==> src/rtl/afc_pkg.sv <==
// Shared constants, types and class codes of the box frustum classifier.
`timescale 1ns / 1ps

package afc_pkg;

    localparam int NUM_PLANES = 6;
    localparam int COORD_W    = 24;
    localparam int COEF_W     = 14;
    localparam int OFS_W      = 22;
    localparam int REG_W      = 64;
    localparam int CFG_IDX_W  = 3;
    localparam int B_LSB      = 14;
    localparam int C_LSB      = 28;
    localparam int D_LSB      = 42;
    localparam int OFS_SHIFT  = 12;
    localparam int PROD_W     = COEF_W + COORD_W;
    localparam int SUM_W      = PROD_W + 2;
    localparam int AXES       = 3;

    typedef enum logic [1:0] {
        CLASS_OUTSIDE = 2'd0,
        CLASS_CUT     = 2'd1,
        CLASS_INSIDE  = 2'd2
    } t_box_class;

    typedef struct packed {
        logic signed [COORD_W-1:0] min_x;
        logic signed [COORD_W-1:0] min_y;
        logic signed [COORD_W-1:0] min_z;
        logic signed [COORD_W-1:0] max_x;
        logic signed [COORD_W-1:0] max_y;
        logic signed [COORD_W-1:0] max_z;
    } t_box;

    typedef struct packed {
        logic signed [COEF_W-1:0] a;
        logic signed [COEF_W-1:0] b;
        logic signed [COEF_W-1:0] c;
        logic signed [OFS_W-1:0]  d;
    } t_plane;

    typedef struct packed {
        logic far_le;
        logic near_le;
    } t_plane_flags;

endpackage

==> src/rtl/afc_cfg_if.sv <==
// Configuration write channel: register index and write data.
`timescale 1ns / 1ps

interface afc_cfg_if;
    logic                             valid;
    logic                             ready;
    logic [afc_pkg::CFG_IDX_W-1:0]    index;
    logic [afc_pkg::REG_W-1:0]        data;

    modport source (output valid, index, data, input ready);
    modport sink   (input valid, index, data, output ready);
endinterface

==> src/rtl/afc_plane_regs.sv <==
// Plane coefficient registers with their configuration write port.
`timescale 1ns / 1ps

module afc_plane_regs (
    input  logic            i_clk,
    input  logic            i_rst_n,
    afc_cfg_if.sink         i_cfg,
    output afc_pkg::t_plane o_planes [afc_pkg::NUM_PLANES]
);
    import afc_pkg::*;

    logic [REG_W-1:0] r_coeffs [NUM_PLANES];
    logic [REG_W-1:0] n_coeffs [NUM_PLANES];

    // Writes to indexes past the tested planes match no entry and are dropped.
    assign i_cfg.ready = 1'b1;

    always_comb begin
        for (int i = 0; i < NUM_PLANES; i++) begin
            n_coeffs[i] = r_coeffs[i];
            if (i_cfg.valid && (i_cfg.index == CFG_IDX_W'(i))) begin
                n_coeffs[i] = i_cfg.data;
            end
        end
    end

    always_ff @(posedge i_clk) begin
        for (int i = 0; i < NUM_PLANES; i++) begin
            if (!i_rst_n) begin
                r_coeffs[i] <= '0;
            end else begin
                r_coeffs[i] <= n_coeffs[i];
            end
        end
    end

    always_comb begin
        for (int i = 0; i < NUM_PLANES; i++) begin
            o_planes[i].a = r_coeffs[i][COEF_W-1:0];
            o_planes[i].b = r_coeffs[i][B_LSB +: COEF_W];
            o_planes[i].c = r_coeffs[i][C_LSB +: COEF_W];
            o_planes[i].d = r_coeffs[i][D_LSB +: OFS_W];
        end
    end

endmodule

==> src/flat_wrapper.sv <==
// flat-port wrapper written by rule: the top's interface ports become plain ports
module afc_plane_regs_flat import afc_pkg::*;
  (i_clk, i_rst_n, o_planes, i_cfg_valid, i_cfg_index, i_cfg_data, i_cfg_ready);
  afc_cfg_if i_cfg_i ();
  input  logic i_clk;
  input  logic i_rst_n;
  output afc_pkg::t_plane o_planes[afc_pkg::NUM_PLANES];
  input wire logic [$bits(i_cfg_i.valid)-1:0] i_cfg_valid;
  input wire logic [$bits(i_cfg_i.index)-1:0] i_cfg_index;
  input wire logic [$bits(i_cfg_i.data)-1:0] i_cfg_data;
  output wire logic [$bits(i_cfg_i.ready)-1:0] i_cfg_ready;
  assign i_cfg_i.valid = i_cfg_valid;
  assign i_cfg_i.index = i_cfg_index;
  assign i_cfg_i.data = i_cfg_data;
  assign i_cfg_ready = i_cfg_i.ready;
  afc_plane_regs u_core (.i_clk(i_clk), .i_rst_n(i_rst_n), .i_cfg(i_cfg_i), .o_planes(o_planes));
endmodule
==> config.mk <==
export PLATFORM = sky130hd
export DESIGN_NAME = afc_plane_regs_flat
export DESIGN_NICKNAME = d
export VERILOG_FILES = /design/src/rtl/afc_pkg.sv /design/src/rtl/afc_cfg_if.sv /design/src/rtl/afc_plane_regs.sv /design/src/flat_wrapper.sv
export SDC_FILE = /design/constraint.sdc
export NUM_CORES = 1
export LEC_CHECK = 0
export ABC_AREA = 1
export BUFFER_PORTS_ARGS = -buffer_cell sky130_fd_sc_hd__buf_2
export CORE_AREA = 2 2 198 200
export DETAILED_ROUTE_END_ITERATION = 10
export DIE_AREA = 0 0 200 202
export SYNTH_ARGS = -nofsm -noshare
export SYNTH_HDL_FRONTEND = slang
export SYNTH_SLANG_ARGS = --single-unit
==> constraint.sdc <==
create_clock -name i_clk -period 1.2 [get_ports i_clk]
set_input_delay 0.06 -clock i_clk [delete_from_list [all_inputs] [get_ports i_clk]]
set_output_delay 0.06 -clock i_clk [all_outputs]
set_load 0.03 [all_outputs]
Word-level counts from Yosys, hierarchy flattened. Memory sizes are Yosys's and may differ from the RTL's. Cells that the tools add are included.

Flip-flop bits (word level): 0. Bits in writable memories: 384. Logic and storage cells: 33. Input bits: 70. Memories kept: 1. Output and inout bits: 385.

Memory list: u_core.r_coeffs (words 6, bits a word 64, rd ports 6, clocked after memory_dff 0, write ports 6, line afc_plane_regs.sv:12) `logic [REG_W-1:0] r_coeffs [NUM_PLANES];`.

Equality and inequality tests: 5. Reductions and logical operators: 7. Bitwise logic cells: 6. Muxes and demuxes: 14.

Operators by type and width (number): two-way mux 64 bit (12); equality test 3 x 2 -> 1 bit, second input constant (2); equality test 3 bit, second input constant (2); logical AND 1 bit (6); bitwise OR 1 bit (6); equality test 3 x 1 -> 1 bit, second input constant (1); zero test 3 bit (1); two-way mux 1 bit (2).

Logic depth before layout (Yosys ltp). Gate-level depths: netlist of run 1.

Depth after elaboration: 4. Depth in mapped cells: 7. Gate-level depth less buffers: 5.

Least setup slack after synthesis of run 1. OpenSTA, ideal clock, no wires.

Path kind: input port to flip-flop. Start point: input i_cfg_index[1]. End point: memory u_core.r_coeffs[4][54] (netlist: u_core.r_coeffs[2][54]). Cell stages on the path: 6. Data required time: 1087 ps. Path slack: 269 ps. Setup time: 113 ps. Arrival: 818 ps. Path buffers: 2. Path through: nor2_1 -> buf_2 -> buf_1 -> nand3_1 -> nand2_1 -> nor2_1.

RTL lines: start, declared (line flat_wrapper.sv:9) `input wire logic [$bits(i_cfg_i.index)-1:0] i_cfg_index;`; end, declared (line afc_plane_regs.sv:12).

==> results of run 1 <==
==> where the power goes <==
group          leakage [nW]  switching (W)  internal [W]
clock network         0.704        0.00525       0.00803
logic                  6.19        0.00282       0.00146
registers              3.13       0.000271        0.0132
==> metrics by stage <==
stage	power [W]	hold WS (ns)	utilization, %	setup TNS [ns]
CTS	0.0313	0.00551	54.2	0
global placement	0.0177	0.458	48.2	0
global route	0.0322	0.0311	54.7	-0.0132
detailed placement	0.0177	0.465	48.2	-0.00349
floorplan	0.0163	0.323	-	0
finish	0.0310	0.0307	54.7	0
==> timing repair <==
action,CTS,global route
endpoints found under the setup margin,97,65
pin swaps,0,0
hold buffers,63,0
endpoints found under the hold margin,346,0
buffers inserted,0,0
gates resized for setup,112,89
==> cell usage after synthesis <==
cell type / instances / area, um^2
clkbuf_1: 26 / 97.6
buf_4: 7 / 52.6
nor2_4: 6 / 67.6
inv_1: 67 / 251
nand3_1: 384 / 1920
buf_6: 6 / 67.6
dfxtp_1: 384 / 7690
nand2_1: 389 / 1460
conb_1: 1 / 3.75
buf_1: 22 / 82.6
nor2_1: 771 / 2890
nand2_2: 1 / 6.26
buf_2: 101 / 505
inv_2: 3 / 11.3
nor2_2: 1 / 6.26
==> worst paths after layout <==
kind | from | slack [ns] | end | depth (start not counted)
worst min-delay path | i_cfg_data[15] | 0.03 | u_core.r_coeffs[1][15]$_SDFFE_PN0P_ | 5
worst max-delay path | u_core.r_coeffs[0][59]$_SDFFE_PN0P_ | 0.02 | o_planes[337] | 1
worst min register to register | u_core.r_coeffs[0][115]$_SDFFE_PN0P_ | 0.47 | u_core.r_coeffs[0][115]$_SDFFE_PN0P_ | 2
worst max register to register | u_core.r_coeffs[0][95]$_SDFFE_PN0P_ | 0.56 | u_core.r_coeffs[0][95]$_SDFFE_PN0P_ | 2
==> metal layers <==
layer	wire (um)	vias to the layer above	part of all wire, %	track usage [%]
met5	0	-	0	0
met4	2170	0	4.0	11.5
met3	3860	123	7.2	4.86
met2	25500	606	47	43.4
met1	22100	7038	41	33.3
li1	-	7701	-	-
==> final cells by class <==
cell class | instances | area (um^2) | share of cell area (%)
well taps | 518 | 648 | 3.10
multi-input cells | 1553 | 6390 | 30.5
flip-flops and latches | 384 | 7710 | 36.8
clock inverters | 11 | 138 | 0.658
clock buffers | 63 | 1280 | 6.13
inverters | 70 | 265 | 1.27
repair buffers | 597 | 4500 | 21.5
diodes | 1 | 2.50 | 0.0120
==> cells by family (layout without fill, tap and decap cells) <==
kind of cell / count (synthesis) / in the layout / share of synthesized area [%]
DFF: 384 / 384 / 50.9
and+or+nand+nor: 1552 / 1552 / 42.0
other: 1 / 2 / 0.0248
buffers and inverters: 232 / 741 / 7.07
==> impl_metrics.yaml, run 1 <==
clock_network:
  cts_buffers: 42
  cts_max_level: 2
  clock-root-buffer: "clkbuf_16"
  cts.sinks: 384
  cts.clk_slew.worst_paths_ns: 0.06
  clk_latency_ns: 0.55
  cts_tree: "built"
  cts_buffer_depth: 3
floorplan:
  row_count: 72
  core_area_um2: 38300
  start_util_pct: 39.5
  die_height_um: 202
  ios: 455
  die_area_um2: 40400
  die_width_um: 200
job:
  maxCapViolCount: 0
timing:
  drv_slew: 0
  fin_crit_ns: 1.18
  max_freq_ghz: 0.845
  setup_viol: 0
  fin_ws_ns: 0.0164
  finalCritPeriodShare_pct: 98.6
  fin_skew_ns: 0
  hold_viol_final: 0
setup_path:
  critPathTopFamily: "flip-flops"
  critPathLaunchType: "flop"
  worstSetupPathType: "reg2out"
  critPathMaxStageDelay_ns: 0.36
  arrival_ns: 1.12
  cp.required_ns: 1.14
  crit_path_end_kind: "output port"
  cp_slowest_cell: "dfxtp_1"
  path_cells: "clkbuf_4"
  path_max_fanout: 2
  cp_num_buf_inv: 1
synth:
  synth.distinct_cells: 15
  synth-seq-cells: 384
  synthesis.instances: 2169
  seq_area_frac_synth_pct: 50.9
  yosys_warnings: 0
  syn-cell-area_um2: 15100
  synthesis.nets: 2239
  avgSynthCellArea_um2: 6.97
finish:
  area_growth_pct: 38.5
  stdcell_count: 3197
  finalInstanceArea_um2: 20900
  drive_gt1_share_pct: 23.5
  layout_common_cells: "nor2_1 (768), nand2_1 (389), nand3_1 (384)"
  largest_reg_flops: 384
  top_regs: "u_core.r_coeffs (384)"
  fillCellCount: 3739
  final_common_cell: "nor2_1"
  fin_nets: 2718
  top_register: "u_core.r_coeffs"
global_route:
  grt_pass1_wl_mm: 82.6
  grt_pass1_vias: 14600
  grt_max_degree: 61
  antenna_found_initial: 1
  track_usage_pct: 26.2
  grt_overflow: 0
placed_design:
  dp_cells: 3059
  post-dp-hpwl_mm: 36.1
  port_buffers: 453
  routabilityCongestion: 0.841
  place_ws_ns: -0.00349
  dpl-instance-area_um2: 18400
drt:
  drc: 0
  via_count: 15500
  ant_nets: 0
  firstDrtPassIters: 5
  drtIter0Drc: 1046
  viasPerCell: 4.84
  wl_mm: 53.6
  wl_per_cell_um: 16.8
status:
  status: "completed"
power:
  leakage_nw: 10.0
  power_density_nw_per_um2: 1480
  ir_worst_vdd_mv: 0.818
worst_hold_path:
  hp-class: "in2reg"
Power figures use the tool's default switching activity.
==> run 2: changes to the inputs <==
--- a/config.mk
+++ b/config.mk
@@ -10,6 +10,7 @@
 export CORE_AREA = 2 2 198 200
 export DETAILED_ROUTE_END_ITERATION = 10
 export DIE_AREA = 0 0 200 202
+export SETUP_SLACK_MARGIN = 0.2
 export SYNTH_ARGS = -nofsm -noshare
 export SYNTH_HDL_FRONTEND = slang
 export SYNTH_SLANG_ARGS = --single-unit
==> run 2 against run 1 <==
Against the previous run:
- non-clock buffer count increased by 30
- die area is the same
- clock power hardly changed
- clock skew did not move
- final cell count is 1.0% higher
- global-route usage up 0.80 points
- worst setup slack improved by 0.061 ns
- register-to-register slack worse by 0.18 ns
- critical path type unchanged
==> impl_metrics.yaml, run 2 (synthesis gave the netlist of run 1 again) <==
power:
  ir_worst_vdd_mv: 0.846
  power.total_w: 0.0318
  leakage_nw: 10.7
  power_density_nw_per_um2: 1350
drt:
  drtIter0Drc: 1081
  ant_nets: 0
  firstDrtPassIters: 5
  viasPerCell: 4.97
  via_count: 16000
  drc: 0
  wl_per_cell_um: 17.8
  wl_mm: 57.4
floorplan:
  die_height_um: 202
  core_area_um2: 38300
  ios: 455
  start_util_pct: 39.5
  die_area_um2: 40400
  row_count: 72
  die_width_um: 200
finish:
  drive_gt1_share_pct: 38.0
  final_common_cell: "nor2_1"
  top_register: "u_core.r_coeffs"
  area_growth_pct: 56.3
  finalInstanceArea_um2: 23600
  largest_reg_flops: 384
  top_regs: "u_core.r_coeffs (384)"
  layout_common_cells: "nor2_1 (768), nand2_1 (389), buf_6 (385)"
  fin_nets: 2748
setup_path:
  worstSetupPathType: "reg2out"
  cp_slowest_cell: "dfxtp_2"
  critPathTopFamily: "flip-flops"
  path_cells: "buf_6"
  critPathMaxStageDelay_ns: 0.37
  cp.depth: 1
  timing.rr.end: "u_core.r_coeffs[1][101]$_SDFFE_PN0P_"
  cp.required_ns: 1.14
  regToRegSetupSlack_ns: 0.38
  rr_startpoint: "u_core.r_coeffs[1][101]$_SDFFE_PN0P_"
  arrival_ns: 1.06
  cp_num_buf_inv: 1
  critPathLaunchType: "flop"
  path_max_fanout: 2
  crit_path_end_kind: "output port"
  worst_r2r_path_depth: 4
clock_network:
  cts_max_level: 2
  clk_latency_ns: 0.55
  cts_tree: "built"
  cts_buffer_depth: 3
  clock-root-buffer: "clkbuf_16"
  cts.sinks: 384
  cts_buffers: 42
  cts.clk_slew.worst_paths_ns: 0.06
timing:
  hold_viol_final: 0
  hold-worst-slack_ns: 0.0315
  fin_crit_ns: 1.12
  setup_viol: 0
  drv_slew: 0
  rsz0062_at_grt: "yes"
  fin_skew_ns: 0
  finalCritPeriodShare_pct: 93.6
  max_freq_ghz: 0.891
global_route:
  grt_pass1_vias: 15200
  grt_max_degree: 61
  track_usage_pct: 27.0
  grt_pass1_wl_mm: 85.3
  grt_overflow: 0
  antenna_found_initial: 3
worst_hold_path:
  worst_hold_startpoint: "i_cfg_data[15]"
  hold_depth: 5
  hp-class: "in2reg"
  min_to: "u_core.r_coeffs[1][15]$_SDFFE_PN0P_"
placed_design:
  routabilityCongestion: 0.841
  post-dp-hpwl_mm: 36.1
  port_buffers: 453
  dpl-instance-area_um2: 18400
status:
  status: "completed"
job:
  maxCapViolCount: 0
run 2: power by group:
group | internal (W) | switching, W | leakage [nW] | total (W)
Clock | 0.00803 | 0.00532 | 0.704 | 0.0134
Sequential | 0.0133 | 0.000370 | 3.30 | 0.0137
Combinational | 0.00192 | 0.00289 | 6.66 | 0.00481
run 2: final cells by class:
type / count / area, um^2
clock inverters: 11 / 138
inverters: 70 / 265
clock buffers: 63 / 1280
fillers: 3255 / 14700
flip-flops and latches: 384 / 8170
diodes: 3 / 7.51
multi-input cells: 1553 / 6390
repair buffers: 627 / 6720
well taps: 518 / 648
run 2: through the flow:
step	TNS, ns	setup slack, ns	util [%]	instances
6_report	0	0.0774	61.7	3229
5_1_grt	0	0.0556	61.7	3229
4_1_cts	0	0.0480	59.7	3208
3_5_place_dp	-0.00349	-0.00349	48.2	3059
3_3_place_gp	0	0.0348	48.2	3059
2_1_floorplan	0	0.269	-	2169
run 2: timing repair:
item                                    4_1_cts  5_1_grt
gates resized for setup                     917      249
endpoints found under the setup margin      384      544
hold buffers                                 63        0
endpoints found under the hold margin       346        0
gates cloned                                  0        1
buffers inserted                             12       17
run 2: per-layer routing:
layer / vias up / global-route usage [%] / routed length [um]
li1: 7757 / - / -
met1: 7481 / 33.3 / 23100
met2: 633 / 44.6 / 27400
met3: 163 / 5.41 / 3940
met4: 0 / 14.1 / 2940
met5: - / 0 / 0
run 2: how the worst max path moves through the flow:
stage	startpoint	endpoint
finish	u_core.r_coeffs[0][43]$_SDFFE_PN0P_	o_planes[321]
global placement	i_cfg_valid	u_core.r_coeffs[0][67]$_SDFFE_PN0P_
CTS	u_core.r_coeffs[0][30]$_SDFFE_PN0P_	o_planes[344]
floorplan	i_cfg_index[1]	u_core.r_coeffs[2][54]$_SDFFE_PN0P_
global route	u_core.r_coeffs[0][93]$_SDFFE_PN0P_	o_planes[279]
detailed placement	i_cfg_index[1]	u_core.r_coeffs[2][84]$_SDFFE_PN0P_
==> run 3: changes to the inputs <==
--- a/config.mk
+++ b/config.mk
@@ -10,6 +10,7 @@
 export CORE_AREA = 2 2 198 200
 export DETAILED_ROUTE_END_ITERATION = 10
 export DIE_AREA = 0 0 200 202
+export RECOVER_POWER = 50
 export SETUP_SLACK_MARGIN = 0.2
 export SYNTH_ARGS = -nofsm -noshare
 export SYNTH_HDL_FRONTEND = slang
==> constraint.sdc (replaced) <==
create_clock -name i_clk -period 1.3 [get_ports i_clk]
set_input_delay 0.065 -clock i_clk [delete_from_list [all_inputs] [get_ports i_clk]]
set_output_delay 0.065 -clock i_clk [all_outputs]
set_load 0.03 [all_outputs]
==> run 3 against run 2 <==
Against the previous run:
- total power shrank 6.6%
- global-route usage is essentially flat
- highest routed layer unchanged
- largest cell class unchanged
- final cell count fell by 0.40%
- first-iteration DRC count down 11%
- critical path depth rose by 4
- register-to-register slack better by 0.11 ns
- final area down 0.49%
- clock skew unchanged
- utilization is 0.30 points lower
- non-clock buffer count down 12
==> impl_metrics.yaml, run 3 (synthesis gave the netlist of run 1 again) <==
status:
  status: "completed"
finish:
  layout_common_cells: "nor2_1 (768), nand2_1 (389), nand3_1 (384), buf_6 (384), dfxtp_2 (379)"
  area_growth_pct: 55.5
  drive_gt1_share_pct: 37.8
  final_common_cell: "nor2_1"
  stdcell_count: 3216
  num_antenna_cells: 0
  fin_nets: 2737
  largest_reg_flops: 384
  finalInstanceArea_um2: 23500
  top_regs: "u_core.r_coeffs (384)"
  top_register: "u_core.r_coeffs"
power:
  leakage_nw: 10.6
  ir_worst_vdd_mv: 0.913
  power_density_nw_per_um2: 1260
floorplan:
  die_area_um2: 40400
  row_count: 72
  core_area_um2: 38300
  die_width_um: 200
  die_height_um: 202
  ios: 455
  start_util_pct: 39.5
clock_network:
  clock-root-buffer: "clkbuf_16"
  cts.clk_slew.worst_paths_ns: 0.06
  cts_max_level: 2
  cts.sinks: 384
  clk_latency_ns: 0.56
  cts_buffers: 43
  cts_buffer_depth: 3
  cts_tree: "built"
timing:
  drv_slew: 0
  fin_ws_ns: 0.141
  fin_skew_ns: 0
  rsz0062_at_grt: "yes"
  setup_viol: 0
  finalCritPeriodShare_pct: 89.2
  fin_setup_tns_ns: 0
  max_freq_ghz: 0.863
  fin_crit_ns: 1.16
  hold_viol_final: 0
  hold-worst-slack_ns: 0.0485
job:
  maxCapViolCount: 0
drt:
  viasPerCell: 4.97
  wl_per_cell_um: 17.5
  wl_mm: 56.2
  drc: 0
  via_count: 16000
  drtIter0Drc: 961
  ant_nets: 0
  firstDrtPassIters: 5
setup_path:
  worstSetupPathType: "in2reg"
  crit_path_end_kind: "flop"
  arrival_ns: 1.65
  path_max_fanout: 39
  cp.required_ns: 1.79
  critPathLaunchType: "primary input"
global_route:
  track_usage_pct: 27.0
  grt_pass1_vias: 15200
  grt_overflow: 0
  grt_max_degree: 69
  antenna_found_initial: 0
  grt_pass1_wl_mm: 85.3
placed_design:
  place_ws_ns: 0.0763
  post-dp-hpwl_mm: 35.6
  dp_cells: 3050
  port_buffers: 453
  routabilityCongestion: 0.815
  dpl-instance-area_um2: 18300
worst_hold_path:
  hp-class: "in2reg"
run 3: cell types whose count changed in the layout (fill, tap and decap cells not counted), sizes merged:
cell / previous run / this run
dlygate4sd3: 62 / 64
clkbuf: 64 / 67
buf: 563 / 546
clkinv: 7 / 9
bufinv: 3 / 4
dlymetal6s4s: 1 / 0
diode: 3 / 0
run 3: power by group:
part	switching, W	leakage, nW	internal, W
clock	0.00505	0.737	0.00773
sequential	0.000338	3.30	0.0123
combinational	0.00263	6.56	0.00172
run 3: final cells by class:
type	instances	area, um^2
Clock buffer	62	1300
Fill cell	3277	14800
Multi-Input combinational cell	1553	6390
Clock inverter	14	178
Inverter	70	265
Tap cell	518	648
Sequential cell	384	8180
Timing Repair Buffer	615	6550
run 3: timing repair:
action | 4_1_cts | 5_1_grt
endpoints found under the setup margin | 384 | 386
hold buffers | 64 | 0
cloned | 0 | 0
endpoints found under the hold margin | 357 | 0
pin swaps | 0 | 0
buffers inserted | 10 | 16
resized for setup | 1155 | 3
run 3: critical path: stages:
cell	delay (ns)
dlygate4sd3_1	0.60
buf_12	0.27
clkbuf_2	0.44
nand2_1	0.13
nor2_1	0.11
run 3: final timing paths:
| path | to | cells after the start | startpoint | slack [ns] |
|---|---|---|---|---|
| worst max-delay path | u_core.r_coeffs[0][12]$_SDFFE_PN0P_ | 5 | i_rst_n | 0.14 |
| worst min-delay path | u_core.r_coeffs[2][14]$_SDFFE_PN0P_ | 5 | i_cfg_data[14] | 0.05 |
| worst max register to register | u_core.r_coeffs[1][123]$_SDFFE_PN0P_ | 4 | u_core.r_coeffs[1][123]$_SDFFE_PN0P_ | 0.49 |
| worst min register to register | u_core.r_coeffs[1][125]$_SDFFE_PN0P_ | 2 | u_core.r_coeffs[1][125]$_SDFFE_PN0P_ | 0.48 |
run 3: stage by stage:
step / utilization, % / total power, W
6_report: 61.4 / 0.0297
3_3_place_gp: 47.8 / 0.0163
3_5_place_dp: 47.8 / 0.0163
2_1_floorplan: - / 0.0150
4_1_cts: 61.1 / 0.0299
5_1_grt: 61.4 / 0.0307
run 3: per-layer routing:
layer	GRT usage (%)	vias up	part of all wire [%]
met3	5.77	139	7.9
met2	45.4	657	48
li1	-	7733	-
met4	12.9	0	4.2
met1	32.8	7455	40
met5	0	-	0
